--- src/rtl/i2cm_pkg.sv ---
`timescale 1ns / 1ps
// ----------------------------------------------------------------------------
// i2cm_pkg
// shared types, codes and constants of the i2c master bit engine
// ----------------------------------------------------------------------------
package i2cm_pkg;

  localparam int unsigned CMD_W      = 3;
  localparam int unsigned BYTE_W     = 8;
  localparam int unsigned ERR_W      = 2;
  localparam int unsigned BITCNT_W   = 4;
  localparam int unsigned PADDR_W    = 3;
  localparam int unsigned PDATA_W    = 32;
  localparam int unsigned QUEUE_DEPTH = 2;

  localparam logic [BYTE_W-1:0]   ACK_TIMEOUT_RESET = 8'd50;
  localparam logic [BYTE_W-1:0]   MSB_MASK          = 8'h80;
  localparam logic [BITCNT_W-1:0] BITS_PER_BYTE     = 4'd8;

  // command codes on the input port
  localparam logic [CMD_W-1:0] CMD_TICK      = 3'd0;
  localparam logic [CMD_W-1:0] CMD_START     = 3'd1;
  localparam logic [CMD_W-1:0] CMD_STOP      = 3'd2;
  localparam logic [CMD_W-1:0] CMD_WRITE     = 3'd3;
  localparam logic [CMD_W-1:0] CMD_READ_ACK  = 3'd4;
  localparam logic [CMD_W-1:0] CMD_READ_NACK = 3'd5;

  // register indexes
  localparam logic [0:0] REG_ACK_TIMEOUT = 1'b0;

  typedef enum logic [ERR_W-1:0] {
    ERR_NONE    = 2'd0,
    ERR_BUSY    = 2'd1,
    ERR_TIMEOUT = 2'd2
  } err_t;

  typedef enum logic [2:0] {
    IC_TICK,
    IC_START,
    IC_STOP,
    IC_WRITE,
    IC_READ_ACK,
    IC_READ_NACK
  } item_cls_t;

  typedef enum logic [3:0] {
    PH_IDLE  = 4'd0,
    PH_ST1   = 4'd1,
    PH_ST2   = 4'd2,
    PH_ST3   = 4'd3,
    PH_SP1   = 4'd4,
    PH_SP2   = 4'd5,
    PH_WR    = 4'd6,
    PH_WREL  = 4'd7,
    PH_WSCL  = 4'd8,
    PH_WPOLL = 4'd9,
    PH_RD    = 4'd10,
    PH_RACK  = 4'd11
  } phase_t;

  typedef struct packed {
    item_cls_t         cls;
    logic [BYTE_W-1:0] tx_byte;
    logic              sda_line;
  } item_t;

  typedef struct packed {
    logic  push;
    logic  full;
  } q_ctrl_t;

endpackage

--- src/rtl/i2cm_front.sv ---
`timescale 1ns / 1ps
// ----------------------------------------------------------------------------
// i2cm_front
// accepts input items and classifies the command code for the back end
// ----------------------------------------------------------------------------
module i2cm_front import i2cm_pkg::*; (
  input  logic              clk,
  input  logic              rst_n,
  input  logic              in_valid,
  output logic              in_ready,
  input  logic [CMD_W-1:0]  in_cmd,
  input  logic [BYTE_W-1:0] in_tx_byte,
  input  logic              in_sda_line,
  input  logic              q_full,
  output q_ctrl_t           q_ctrl,
  output item_t             q_item
);

  item_cls_t cls;
  logic      seen_r;
  logic      seen_nxt;

  always_comb begin
    unique case (in_cmd)
      CMD_START:     cls = IC_START;
      CMD_STOP:      cls = IC_STOP;
      CMD_WRITE:     cls = IC_WRITE;
      CMD_READ_ACK:  cls = IC_READ_ACK;
      CMD_READ_NACK: cls = IC_READ_NACK;
      default:       cls = IC_TICK;
    endcase
  end

  assign in_ready        = !q_full;
  assign q_ctrl.push     = in_valid && in_ready;
  assign q_ctrl.full     = q_full;
  assign q_item.cls      = cls;
  assign q_item.tx_byte  = in_tx_byte;
  assign q_item.sda_line = in_sda_line;

  // sticky flag: at least one item taken since reset
  assign seen_nxt = seen_r || q_ctrl.push;

  always_ff @(posedge clk) begin
    if (!rst_n) begin
      seen_r <= 1'b0;
    end else begin
      seen_r <= seen_nxt;
    end
  end

  a_push_needs_room: assert property (@(posedge clk) disable iff (!rst_n)
    q_ctrl.push |-> !q_full) else $error("push into full queue");

  a_seen_sticky: assert property (@(posedge clk) disable iff (!rst_n)
    seen_r |=> seen_r) else $error("seen flag dropped");

  a_seen_after_push: assert property (@(posedge clk) disable iff (!rst_n)
    q_ctrl.push |=> seen_r) else $error("seen flag not set");

endmodule

--- src/rtl/i2cm_queue.sv ---
`timescale 1ns / 1ps
// ----------------------------------------------------------------------------
// i2cm_queue
// short item queue between the front and the back end
// ----------------------------------------------------------------------------
module i2cm_queue import i2cm_pkg::*; #(
  parameter int unsigned Depth = QUEUE_DEPTH
) (
  input  logic    clk,
  input  logic    rst_n,
  input  q_ctrl_t q_ctrl,
  input  item_t   wr_item,
  output logic    full,
  output logic    rd_valid,
  input  logic    pop,
  output item_t   rd_item
);

  localparam int unsigned PtrW = (Depth > 1) ? $clog2(Depth) : 1;
  localparam int unsigned CntW = $clog2(Depth + 1);
  localparam logic [PtrW-1:0] LastPtr = PtrW'(Depth - 1);
  localparam logic [CntW-1:0] FullCnt = CntW'(Depth);

  item_t           mem [Depth];
  logic [PtrW-1:0] wr_ptr_r, wr_ptr_nxt;
  logic [PtrW-1:0] rd_ptr_r, rd_ptr_nxt;
  logic [CntW-1:0] count_r,  count_nxt;
  logic            do_pop;

  assign full     = (count_r == FullCnt);
  assign rd_valid = (count_r != '0);
  assign do_pop   = pop && rd_valid;
  assign rd_item  = mem[rd_ptr_r];

  always_comb begin
    wr_ptr_nxt = wr_ptr_r;
    rd_ptr_nxt = rd_ptr_r;
    count_nxt  = count_r;
    if (q_ctrl.push) begin
      wr_ptr_nxt = (wr_ptr_r == LastPtr) ? '0 : wr_ptr_r + PtrW'(1);
    end
    if (do_pop) begin
      rd_ptr_nxt = (rd_ptr_r == LastPtr) ? '0 : rd_ptr_r + PtrW'(1);
    end
    if (q_ctrl.push && !do_pop) begin
      count_nxt = count_r + CntW'(1);
    end else if (do_pop && !q_ctrl.push) begin
      count_nxt = count_r - CntW'(1);
    end
  end

  always_ff @(posedge clk) begin
    if (!rst_n) begin
      wr_ptr_r <= '0;
      rd_ptr_r <= '0;
      count_r  <= '0;
    end else begin
      wr_ptr_r <= wr_ptr_nxt;
      rd_ptr_r <= rd_ptr_nxt;
      count_r  <= count_nxt;
    end
  end

  always_ff @(posedge clk) begin
    if (q_ctrl.push) begin
      mem[wr_ptr_r] <= wr_item;
    end
  end

  a_count_range: assert property (@(posedge clk) disable iff (!rst_n)
    count_r <= FullCnt) else $error("queue count out of range");

  a_pop_count: assert property (@(posedge clk) disable iff (!rst_n)
    (do_pop && !q_ctrl.push) |=> (count_r == $past(count_r) - CntW'(1)))
    else $error("queue count not decremented");

  a_no_push_full: assert property (@(posedge clk) disable iff (!rst_n)
    q_ctrl.push |-> !q_ctrl.full) else $error("queue overflow");

endmodule

--- src/rtl/i2cm_engine.sv ---
`timescale 1ns / 1ps
// ----------------------------------------------------------------------------
// i2cm_engine
// back end: runs the scl/sda waveform one item at a time, holds the result
// ----------------------------------------------------------------------------
module i2cm_engine import i2cm_pkg::*; (
  input  logic              clk,
  input  logic              rst_n,
  input  logic              q_valid,
  input  item_t             q_item,
  output logic              q_pop,
  input  logic [BYTE_W-1:0] ack_timeout_limit,
  output logic              out_valid,
  input  logic              out_ready,
  output logic              out_scl_level,
  output logic              out_sda_release,
  output logic              out_busy_res,
  output logic              out_done_res,
  output logic [BYTE_W-1:0] out_rx_byte,
  output logic              out_acked,
  output logic [ERR_W-1:0]  out_error_code
);

  phase_t              phase_r,   phase_nxt;
  item_cls_t           active_r,  active_nxt;
  logic [BITCNT_W-1:0] bit_cnt_r, bit_cnt_nxt;
  logic [BYTE_W-1:0]   shift_r,   shift_nxt;
  logic [1:0]          tick_r,    tick_nxt;
  logic [BYTE_W-1:0]   poll_r,    poll_nxt;
  logic                scl_r,     scl_nxt;
  logic                sda_r,     sda_nxt;
  logic [BYTE_W-1:0]   rx_r,      rx_nxt;
  logic                acked_r,   acked_nxt;
  err_t                err_r,     err_nxt;
  logic                done_r,    done_nxt;
  logic                valid_r,   valid_nxt;
  logic [BITCNT_W-1:0] bit_inc;
  logic                fire;

  assign fire    = q_valid && (!valid_r || out_ready);
  assign q_pop   = fire;
  assign bit_inc = bit_cnt_r + BITCNT_W'(1);

  // next phase
  always_comb begin
    phase_nxt = phase_r;
    unique case (phase_r)
      PH_IDLE: begin
        unique case (q_item.cls)
          IC_START:                  phase_nxt = PH_ST1;
          IC_STOP:                   phase_nxt = PH_SP1;
          IC_WRITE:                  phase_nxt = PH_WR;
          IC_READ_ACK, IC_READ_NACK: phase_nxt = PH_RD;
          default:                   phase_nxt = PH_IDLE;
        endcase
      end
      PH_ST1:  phase_nxt = q_item.sda_line ? PH_ST2 : PH_IDLE;
      PH_ST2:  phase_nxt = PH_ST3;
      PH_ST3:  phase_nxt = PH_IDLE;
      PH_SP1:  phase_nxt = PH_SP2;
      PH_SP2:  phase_nxt = PH_IDLE;
      PH_WR: begin
        if (tick_r == 2'd2 && bit_inc >= BITS_PER_BYTE) begin
          phase_nxt = PH_WREL;
        end
      end
      PH_WREL: phase_nxt = PH_WSCL;
      PH_WSCL: phase_nxt = PH_WPOLL;
      PH_WPOLL: begin
        priority if (!q_item.sda_line) begin
          phase_nxt = PH_IDLE;
        end else if (poll_r >= ack_timeout_limit) begin
          phase_nxt = PH_SP1;
        end else begin
          phase_nxt = PH_WPOLL;
        end
      end
      PH_RD: begin
        if (tick_r == 2'd3 && bit_inc >= BITS_PER_BYTE) begin
          phase_nxt = PH_RACK;
        end
      end
      PH_RACK: begin
        if (tick_r == 2'd2) begin
          phase_nxt = PH_IDLE;
        end
      end
      default: phase_nxt = PH_IDLE;
    endcase
  end

  // datapath and outputs
  always_comb begin
    active_nxt  = active_r;
    bit_cnt_nxt = bit_cnt_r;
    shift_nxt   = shift_r;
    tick_nxt    = tick_r;
    poll_nxt    = poll_r;
    scl_nxt     = scl_r;
    sda_nxt     = sda_r;
    rx_nxt      = rx_r;
    acked_nxt   = acked_r;
    err_nxt     = err_r;
    done_nxt    = 1'b0;
    unique case (phase_r)
      PH_IDLE: begin
        if (q_item.cls != IC_TICK) begin
          active_nxt  = q_item.cls;
          err_nxt     = ERR_NONE;
          bit_cnt_nxt = '0;
          tick_nxt    = '0;
          poll_nxt    = '0;
          unique case (q_item.cls)
            IC_START: sda_nxt = 1'b1;
            IC_STOP: begin
              scl_nxt = 1'b0;
              sda_nxt = 1'b0;
            end
            IC_WRITE: begin
              acked_nxt = 1'b0;
              shift_nxt = q_item.tx_byte;
              scl_nxt   = 1'b0;
            end
            default: begin
              shift_nxt = '0;
              sda_nxt   = 1'b1;
            end
          endcase
        end
      end
      PH_ST1: begin
        if (!q_item.sda_line) begin
          err_nxt  = ERR_BUSY;
          done_nxt = 1'b1;
        end else begin
          scl_nxt = 1'b1;
        end
      end
      PH_ST2: sda_nxt = 1'b0;
      PH_ST3: begin
        if (q_item.sda_line) begin
          err_nxt = ERR_BUSY;
        end else begin
          scl_nxt = 1'b0;
        end
        done_nxt = 1'b1;
      end
      PH_SP1: scl_nxt = 1'b1;
      PH_SP2: begin
        sda_nxt = 1'b1;
        if (active_r == IC_WRITE) begin
          err_nxt   = ERR_TIMEOUT;
          acked_nxt = 1'b0;
        end
        done_nxt = 1'b1;
      end
      PH_WR: begin
        unique case (tick_r)
          2'd0: begin
            sda_nxt   = |(shift_r & MSB_MASK);
            shift_nxt = {shift_r[BYTE_W-2:0], 1'b0};
            tick_nxt  = 2'd1;
          end
          2'd1: begin
            scl_nxt  = 1'b1;
            tick_nxt = 2'd2;
          end
          default: begin
            scl_nxt     = 1'b0;
            tick_nxt    = 2'd0;
            bit_cnt_nxt = bit_inc;
          end
        endcase
      end
      PH_WREL: sda_nxt = 1'b1;
      PH_WSCL: begin
        scl_nxt  = 1'b1;
        poll_nxt = '0;
      end
      PH_WPOLL: begin
        priority if (!q_item.sda_line) begin
          scl_nxt   = 1'b0;
          acked_nxt = 1'b1;
          done_nxt  = 1'b1;
        end else if (poll_r >= ack_timeout_limit) begin
          scl_nxt = 1'b0;
          sda_nxt = 1'b0;
        end else begin
          poll_nxt = poll_r + BYTE_W'(1);
        end
      end
      PH_RD: begin
        unique case (tick_r)
          2'd0: begin
            scl_nxt  = 1'b0;
            tick_nxt = 2'd1;
          end
          2'd1: tick_nxt = 2'd2;
          2'd2: begin
            scl_nxt  = 1'b1;
            tick_nxt = 2'd3;
          end
          default: begin
            shift_nxt   = {shift_r[BYTE_W-2:0], q_item.sda_line};
            tick_nxt    = 2'd0;
            bit_cnt_nxt = bit_inc;
          end
        endcase
      end
      PH_RACK: begin
        unique case (tick_r)
          2'd0: begin
            scl_nxt  = 1'b0;
            sda_nxt  = (active_r != IC_READ_ACK);
            tick_nxt = 2'd1;
          end
          2'd1: begin
            scl_nxt  = 1'b1;
            tick_nxt = 2'd2;
          end
          default: begin
            scl_nxt  = 1'b0;
            tick_nxt = 2'd0;
            rx_nxt   = shift_r;
            done_nxt = 1'b1;
          end
        endcase
      end
      default: ;
    endcase
  end

  always_comb begin
    priority if (fire) begin
      valid_nxt = 1'b1;
    end else if (out_ready) begin
      valid_nxt = 1'b0;
    end else begin
      valid_nxt = valid_r;
    end
  end

  always_ff @(posedge clk) begin
    if (!rst_n) begin
      phase_r   <= PH_IDLE;
      active_r  <= IC_TICK;
      bit_cnt_r <= '0;
      shift_r   <= '0;
      tick_r    <= '0;
      poll_r    <= '0;
      scl_r     <= 1'b1;
      sda_r     <= 1'b1;
      rx_r      <= '0;
      acked_r   <= 1'b0;
      err_r     <= ERR_NONE;
      done_r    <= 1'b0;
      valid_r   <= 1'b0;
    end else begin
      valid_r <= valid_nxt;
      if (fire) begin
        phase_r   <= phase_nxt;
        active_r  <= active_nxt;
        bit_cnt_r <= bit_cnt_nxt;
        shift_r   <= shift_nxt;
        tick_r    <= tick_nxt;
        poll_r    <= poll_nxt;
        scl_r     <= scl_nxt;
        sda_r     <= sda_nxt;
        rx_r      <= rx_nxt;
        acked_r   <= acked_nxt;
        err_r     <= err_nxt;
        done_r    <= done_nxt;
      end
    end
  end

  assign out_valid       = valid_r;
  assign out_scl_level   = scl_r;
  assign out_sda_release = sda_r;
  assign out_busy_res    = (phase_r != PH_IDLE);
  assign out_done_res    = done_r;
  assign out_rx_byte     = rx_r;
  assign out_acked       = acked_r;
  assign out_error_code  = err_r;

  a_done_idle: assert property (@(posedge clk) disable iff (!rst_n)
    done_r |-> (phase_r == PH_IDLE)) else $error("done while busy");

  a_bit_cnt_range: assert property (@(posedge clk) disable iff (!rst_n)
    bit_cnt_r <= BITS_PER_BYTE) else $error("bit count overrun");

  a_timeout_not_acked: assert property (@(posedge clk) disable iff (!rst_n)
    (err_r == ERR_TIMEOUT) |-> !acked_r) else $error("acked after timeout");

  a_tick3_read: assert property (@(posedge clk) disable iff (!rst_n)
    (tick_r == 2'd3) |-> (phase_r == PH_RD)) else $error("tick 3 outside read");

  a_result_held: assert property (@(posedge clk) disable iff (!rst_n)
    (valid_r && !out_ready) |=> (valid_r && $stable(phase_r) && $stable(scl_r)))
    else $error("result changed while stalled");

endmodule

--- src/rtl/i2c_master_bit_engine_core.sv ---
`timescale 1ns / 1ps
// ----------------------------------------------------------------------------
// i2c_master_bit_engine_core
// i2c master bit engine: start, stop, byte write with ack polling, byte read
//
//   channel | direction | handshake         | payload
//   in_     | input     | in_valid/in_ready | cmd, tx_byte, sda_line
//   out_    | output    | out_valid/out_ready | scl_level .. error_code
//   cfg     | apb write | psel/penable      | ack_timeout_limit at 0x0
//
// one item per cycle sustained while out_ready holds, set by the single-step engine update
// an accepted item is written into the queue, then the engine registers its result onto out_
// the queue lets the input side keep taking items while out_ stalls, until the queue is full
// rst_n synchronous: engine idle, lines released, queue empty, limit 50
// ----------------------------------------------------------------------------
module i2c_master_bit_engine_core import i2cm_pkg::*; #(
  parameter int unsigned QueueDepth = QUEUE_DEPTH
) (
  input  logic               clk,
  input  logic               rst_n,
  input  logic               in_valid,
  output logic               in_ready,
  input  logic [CMD_W-1:0]   in_cmd,
  input  logic [BYTE_W-1:0]  in_tx_byte,
  input  logic               in_sda_line,
  output logic               out_valid,
  input  logic               out_ready,
  output logic               out_scl_level,
  output logic               out_sda_release,
  output logic               out_busy_res,
  output logic               out_done_res,
  output logic [BYTE_W-1:0]  out_rx_byte,
  output logic               out_acked,
  output logic [ERR_W-1:0]   out_error_code,
  input  logic               psel,
  input  logic               penable,
  input  logic               pwrite,
  input  logic [PADDR_W-1:0] paddr,
  input  logic [PDATA_W-1:0] pwdata,
  output logic [PDATA_W-1:0] prdata,
  output logic               pready
);

  q_ctrl_t           q_ctrl;
  item_t             push_item;
  item_t             pop_item;
  logic              q_full;
  logic              q_valid;
  logic              q_pop;
  logic [BYTE_W-1:0] limit_r, limit_nxt;
  logic              reg_sel;

  assign pready  = 1'b1;
  assign reg_sel = (paddr[PADDR_W-1] == REG_ACK_TIMEOUT);

  always_comb begin
    limit_nxt = limit_r;
    if (psel && penable && pwrite && pready && reg_sel) begin
      limit_nxt = pwdata[BYTE_W-1:0];
    end
  end

  always_ff @(posedge clk) begin
    if (!rst_n) begin
      limit_r <= ACK_TIMEOUT_RESET;
    end else begin
      limit_r <= limit_nxt;
    end
  end

  assign prdata = reg_sel ? {{(PDATA_W-BYTE_W){1'b0}}, limit_r} : '0;

  i2cm_front u_front (
    .clk         (clk),
    .rst_n       (rst_n),
    .in_valid    (in_valid),
    .in_ready    (in_ready),
    .in_cmd      (in_cmd),
    .in_tx_byte  (in_tx_byte),
    .in_sda_line (in_sda_line),
    .q_full      (q_full),
    .q_ctrl      (q_ctrl),
    .q_item      (push_item)
  );

  i2cm_queue #(
    .Depth (QueueDepth)
  ) u_queue (
    .clk      (clk),
    .rst_n    (rst_n),
    .q_ctrl   (q_ctrl),
    .wr_item  (push_item),
    .full     (q_full),
    .rd_valid (q_valid),
    .pop      (q_pop),
    .rd_item  (pop_item)
  );

  i2cm_engine u_engine (
    .clk               (clk),
    .rst_n             (rst_n),
    .q_valid           (q_valid),
    .q_item            (pop_item),
    .q_pop             (q_pop),
    .ack_timeout_limit (limit_r),
    .out_valid         (out_valid),
    .out_ready         (out_ready),
    .out_scl_level     (out_scl_level),
    .out_sda_release   (out_sda_release),
    .out_busy_res      (out_busy_res),
    .out_done_res      (out_done_res),
    .out_rx_byte       (out_rx_byte),
    .out_acked         (out_acked),
    .out_error_code    (out_error_code)
  );

endmodule

--- config.mk ---
export PLATFORM = sky130hd
export DESIGN_NAME = i2c_master_bit_engine_core
export DESIGN_NICKNAME = d
export VERILOG_FILES = /design/src/rtl/i2cm_pkg.sv /design/src/rtl/i2cm_front.sv /design/src/rtl/i2cm_queue.sv /design/src/rtl/i2cm_engine.sv /design/src/rtl/i2c_master_bit_engine_core.sv
export SDC_FILE = /design/constraint.sdc
export NUM_CORES = 1
export LEC_CHECK = 0
export ABC_AREA = 0
export BUFFER_PORTS_ARGS = -buffer_cell sky130_fd_sc_hd__clkbuf_2
export CORE_UTILIZATION = 45
export CTS_BUF_LIST = sky130_fd_sc_hd__clkbuf_2 sky130_fd_sc_hd__clkbuf_4 sky130_fd_sc_hd__clkbuf_8
export CTS_CLUSTER_DIAMETER = 60
export DETAILED_ROUTE_END_ITERATION = 7
export HOLD_SLACK_MARGIN = 0.02
export PLACE_DENSITY = 0.7
export SLEW_MARGIN = 20
export SYNTH_ARGS = -nofsm -noshare
export SYNTH_HDL_FRONTEND = slang
export SYNTH_HIERARCHICAL = 1
export SYNTH_SLANG_ARGS = --single-unit
--- constraint.sdc ---
create_clock -name clk -period 3 [get_ports clk]
set_input_delay 0.3 -clock clk [delete_from_list [all_inputs] [get_ports clk]]
set_output_delay 0.3 -clock clk [all_outputs]
set_load 0.03 [all_outputs]
==> results.yml, run 1 <==
global_routing:
  grt_antenna_before_repair: 0
  grt_usage_pct: 17.2
  first_global_vias: 3173
  grt_start_max_net_pins: 35
  grt_overflow: 0
  grt_pass1_wl_um: 15200
worst_setup_path:
  critical_path.endpoint: "u_engine/shift_r[3]$_SDFFE_PN0P_"
  crit_path_max_fanout: 27
  arrival_ns: 2.78
  worstSetupPathType: "reg -> reg"
  ff2ff_path_depth: 6
  regToRegSetupSlack_ns: 0.47
  crit_start: "u_engine/phase_r[3]$_SDFFE_PN0P_"
  timing.rr.start: "u_engine/phase_r[3]$_SDFFE_PN0P_"
  cp-start-kind: "flip-flop"
  crit_path_end_kind: "flip-flop"
  timing.rr.end: "u_engine/shift_r[3]$_SDFFE_PN0P_"
  cp_data_required_time_ns: 3.26
sta:
  finalCritPeriodShare_pct: 84.2
  rsz0062_at_grt: "false"
  fmax_mhz: 396
  slew_viol_final: 0
  hold_viol: 0
  holdWs_ns: 0.128
  setup_ws_ns: 0.473
  finalClockSkew_ns: 0.00762
  worstMarginPinSlew_ns: 0.912
  setup_viol_count_final: 0
  finalCriticalPeriod_ns: 2.53
  fin_tns_setup_ns: 0
  slew_headroom_pct: 39.1
routing:
  first_pass_iters: 7
  vias: 3623
  remaining_drc_errors: 0
  wl_per_cell_um: 13.3
  avgViaCountPerCell: 5.25
  ant_nets: 0
  drt-initial-drc-count: 257
  routed_wl_um: 9210
run:
  drv_cap: 0
place:
  place_area_um2: 4920
  dp_hpwl_um: 6820
  dp_worst_setup_slack_ns: 0.506
  dp_cells: 674
  numPortBuffers: 52
  gp_congestion: 0.856
status:
  outcome: "finished, final reports clean"
layout:
  stdcell_count: 690
  drive_gt1_share_pct: 19.7
  antenna_cells: 0
  final_net_count: 619
  nFillCells: 960
  syn_to_final_growth_pct: 8.12
  stdcell_area_um2: 5110
  regArea_um2: 1860
  multi_input_area_um2: 2480
clock_tree:
  clock-sinks: 81
  cts_setup_buffers: 0
  cts_max_level: 3
  clock_latency_ns: 0.36
  cts.clk_slew.worst_paths_ns: 0.09
  cts_resized: 0
  cts_buffer_depth: 2
  tritoncts: "built"
  root_buffer: "clkbuf_8"
  numCtsBuffers: 9
  holdBufCountCts: 0
power:
  power_density_nw_per_um2: 788
  max-vdd-ir-drop_v: 0.000463
  leakage_nw: 2.13
floorplan:
  fp.dieH_um: 105
  die_w_um: 105
  rows: 37
  dieArea_um2: 10900
  coreArea_um2: 10300
  io_pins: 104
  start_util_pct: 46.0
hold_path:
  hold_path.class: "in -> reg"
synth:
  netlist_instances: 514
  postSynthAreaPerCell_um2: 9.20
  ys_warn_count: 6
  synth.cell_area_um2: 4730
## how the worst min path moves through the flow
stage / start / endpoint / slack [ns] / depth (start not counted)
after global placement: u_engine/active_r[2]$_SDFFE_PN0P_ / u_engine/active_r[2]$_SDFFE_PN0P_ / 0.45 / 2
final: in_sda_line / u_queue/mem[1][0]$_DFFE_PP_ / 0.13 / 1
after global routing: in_tx_byte[0] / u_queue/mem[1][1]$_DFFE_PP_ / 0.10 / 1
after floorplan: rst_n / u_queue/wr_ptr_r$_SDFFE_PN0P_ / 0.42 / 1
after detailed placement: u_engine/active_r[2]$_SDFFE_PN0P_ / u_engine/active_r[2]$_SDFFE_PN0P_ / 0.47 / 2
after CTS: in_tx_byte[0] / u_queue/mem[1][1]$_DFFE_PP_ / 0.11 / 1
## final cells by class
class | count | share of cell area [%]
Clock inverter | 6 | 0.979
Inverter | 23 | 1.69
Clock buffer | 10 | 2.69
Multi-Input combinational cell | 373 | 48.5
Sequential cell | 81 | 36.4
Tap cell | 136 | 3.33
Timing Repair Buffer | 61 | 6.41
## metrics by stage
stage	utilization, %	power, mW
after floorplan	-	2.95
after global placement	47.9	3.25
after detailed placement	47.9	3.28
after CTS	49.7	4.03
after global routing	49.7	4.29
final	49.7	4.03
## where the power goes
group | internal, mW | switching [mW] | total, mW
clock | 0.334 | 0.414 | 0.749
combinational | 0.710 | 1.11 | 1.82
sequential | 1.29 | 0.172 | 1.46
total | 2.33 | 1.69 | 4.03
## cell usage in the layout, fill, tap and decap left out, types with 4 or more instances in the layout
cell type and count:
dfxtp_1 57, clkbuf_2 52, nand2_1 47, nand3_1 35, nor2b_1 32, conb_1 25
edfxtp_1 24, mux2i_1 22, inv_1 22, o21ai_0 22, a21oi_1 18, nor2_1 16
ha_1 16, mux2_2 13, clkbuf_8 10, and2b_2 9, buf_4 9, nand2b_1 9
a21boi_0 9, o211a_1 8, or3_1 8, o21ai_1 7, and2_1 6, o211ai_1 5
o21a_1 5, nor3_1 4, and3_1 4, xnor2_1 4
## sequential cells by signal (all words and copies together) (netlist names), named ones only
name                      flops
u_queue/mem                  24
limit_r                       8
u_engine/out_rx_byte          8
u_engine/poll_r               8
u_engine/shift_r              8
u_engine/bit_cnt_r            4
u_engine/phase_r              4
u_engine/active_r             3
u_engine/out_error_code       2
u_engine/tick_r               2
u_queue/count_r               2
u_engine/out_acked            1
u_engine/out_done_res         1
u_engine/out_scl_level        1
u_engine/out_sda_release      1
u_engine/out_valid            1
u_queue/rd_ptr_r              1
u_queue/wr_ptr_r              1
## critical path: stages, from the launching register on
cell and delay (ns):
dfxtp_1 0.93, nand3b_1 0.15, a311o_1 0.40, nor4_4 0.47
buf_4 0.24, nand3_1 0.09, o211a_1 0.14
## metal layers
metal | part of all wire, % | track usage, % | vias to the layer above
li1 | - | - | 1828
met2 | 45 | 25.7 | 100
met4 | 1.6 | 7.86 | 0
met1 | 49 | 24.0 | 1686
met5 | 0 | 0 | -
met3 | 4.7 | 3.13 | 9
Note: power is estimated with default switching activity, not from simulation.
==> run 2, diff against run 1 <==
- PLACE_DENSITY: 0.7 -> 0.73
- clock period: 3 -> 2.3 ns (I/O delays scaled with it)
==> run 2 against run 1 <==
Effect of this change:
- the flow now finishes with violations (DRC)
- sequential power rose by 25%
- routed wire length rose by 8.9%
- maximum frequency rose by 13%
- combinational power rose by 51%
- first-iteration DRC count rose by 12%
- power rose by 40%
- critical path type unchanged
- clock skew rose by 0.0014 ns
- final cell count rose by 3.0%
==> results.yml, run 2 (same netlist as run 1, synthesis figures left out) <==
routing:
  first_pass_iters: 7
  remaining_drc_errors: 2
  wl_per_cell_um: 14.1
  avgViaCountPerCell: 5.37
  routed_wl_um: 10000
  ant_nets: 0
  drt-initial-drc-count: 289
  vias: 3819
worst_setup_path:
  cp-start-kind: "flip-flop"
  worstSetupPathType: "reg -> reg"
  crit_start: "limit_r[7]$_SDFFE_PN0P_"
  timing.rr.start: "limit_r[7]$_SDFFE_PN0P_"
  crit_path_max_fanout: 7
  cp_data_required_time_ns: 2.59
  crit_path_end_kind: "flip-flop"
  arrival_ns: 2.52
hold_path:
  min-delay-start: "in_tx_byte[2]"
  hold_path.class: "in -> reg"
power:
  power_density_nw_per_um2: 1060
  leakage_nw: 2.27
  max-vdd-ir-drop_v: 0.000604
global_routing:
  grt_pass1_wl_um: 16800
  grt_start_max_net_pins: 32
  grt_usage_pct: 19.1
  grt_overflow: 0
  first_global_vias: 3517
  grt_antenna_before_repair: 0
sta:
  slew_viol_final: 0
  hold_viol: 0
  setup_ws_ns: 0.0699
  finalCritPeriodShare_pct: 97.0
  fmax_mhz: 448
  finalClockSkew_ns: 0.00902
  finalCriticalPeriod_ns: 2.23
  worstMarginPinSlew_ns: 0.563
  setup_viol_count_final: 0
  slew_headroom_pct: 62.4
status:
  violations: "DRC"
  outcome: "finished, violations left"
clock_tree:
  clock_latency_ns: 0.36
  cts_buffer_depth: 2
  root_buffer: "clkbuf_8"
  numCtsBuffers: 9
  cts.clk_slew.worst_paths_ns: 0.08
  clock-sinks: 81
  tritoncts: "built"
  cts_max_level: 3
floorplan:
  die_w_um: 105
  fp.dieH_um: 105
  rows: 37
  start_util_pct: 46.0
  coreArea_um2: 10300
  dieArea_um2: 10900
  io_pins: 104
layout:
  largest_reg_flops: 24
  post-route-util_pct: 51.9
  drive_gt1_share_pct: 24.5
  largest_register: "u_queue/mem"
  final_net_count: 640
  antenna_cells: 0
  final_cell_mix: "clkbuf_2 (53), dfxtp_1 (53), nand2_1 (47), nand3_1 (35), nor2b_1 (32)"
  nFillCells: 933
  syn_to_final_growth_pct: 12.9
run:
  drv_cap: 0
place:
  numPortBuffers: 52
  dp_worst_setup_slack_ns: -0.166
  dp_hpwl_um: 7290
  gp_congestion: 0.907
==> run 2: final timing paths <==
path	end	slack [ns]	cells past startpoint
setup / recovery	u_engine/poll_r[5]$_SDFFE_PN0P_	0.07	8
hold / removal	u_queue/mem[1][3]$_DFFE_PP_	0.06	1
setup reg to reg	u_engine/poll_r[5]$_SDFFE_PN0P_	0.07	8
hold reg to reg	u_engine/active_r[2]$_SDFFE_PN0P_	0.47	2
==> run 2: area by class of cell <==
cell class                      instances  area, µm²  share of cell area (%)
Multi-Input combinational cell        373       2530                    47.4
Sequential cell                        81       1870                    35.0
Timing Repair Buffer                   82        483                    9.05
Tap cell                              136        170                    3.19
Clock buffer                           11        139                    2.60
Inverter                               23       86.3                    1.62
Clock inverter                          5       63.8                    1.20
==> run 2: power breakdown <==
group / leakage [nW] / switching (mW) / total (mW) / internal [mW]
registers: 0.689 / 0.143 / 1.83 / 1.69
logic: 1.48 / 1.63 / 2.74 / 1.11
clock network: 0.101 / 0.525 / 1.06 / 0.536
total: 2.27 / 2.30 / 5.63 / 3.33
==> run 2: metal layers <==
metal,GRT usage [%],wire length (µm),up-vias
li1,-,-,1872
met1,25.2,4600,1807
met2,30.0,4760,119
met3,3.13,430,21
met4,9.49,242,0
met5,0,0,-
==> run 2: per-stage QoR <==
stage	TNS [ns]	total power [mW]	instances	area, µm²	hold WS (ns)
after floorplan	0	3.85	537	4810	0.348
after global placement	0	4.41	693	5070	0.420
after detailed placement	-0.298	4.48	693	5070	0.422
after CTS	0	5.58	709	5300	0.0408
after global routing	-0.0583	6.00	711	5340	0.0409
final	0	5.63	711	5340	0.0551
==> run 2: worst max-delay path, cell delays in order (launching register included) <==
cell	delay, ns
dfxtp_1	0.36
inv_1	0.06
ha_1	0.34
a21oi_1	0.23
and2_4	0.21
o2111ai_2	0.19
a21o_4	0.29
or3_4	0.37
a21oi_2	0.13
==> run 2: what timing repair did <==
item	in CTS	in global routing
pin swaps	1	3
endpoints found under the hold margin	0	0
endpoints found under the setup margin	6	6
buffers inserted	0	2
gates resized for setup	6	8
hold buffers	0	0
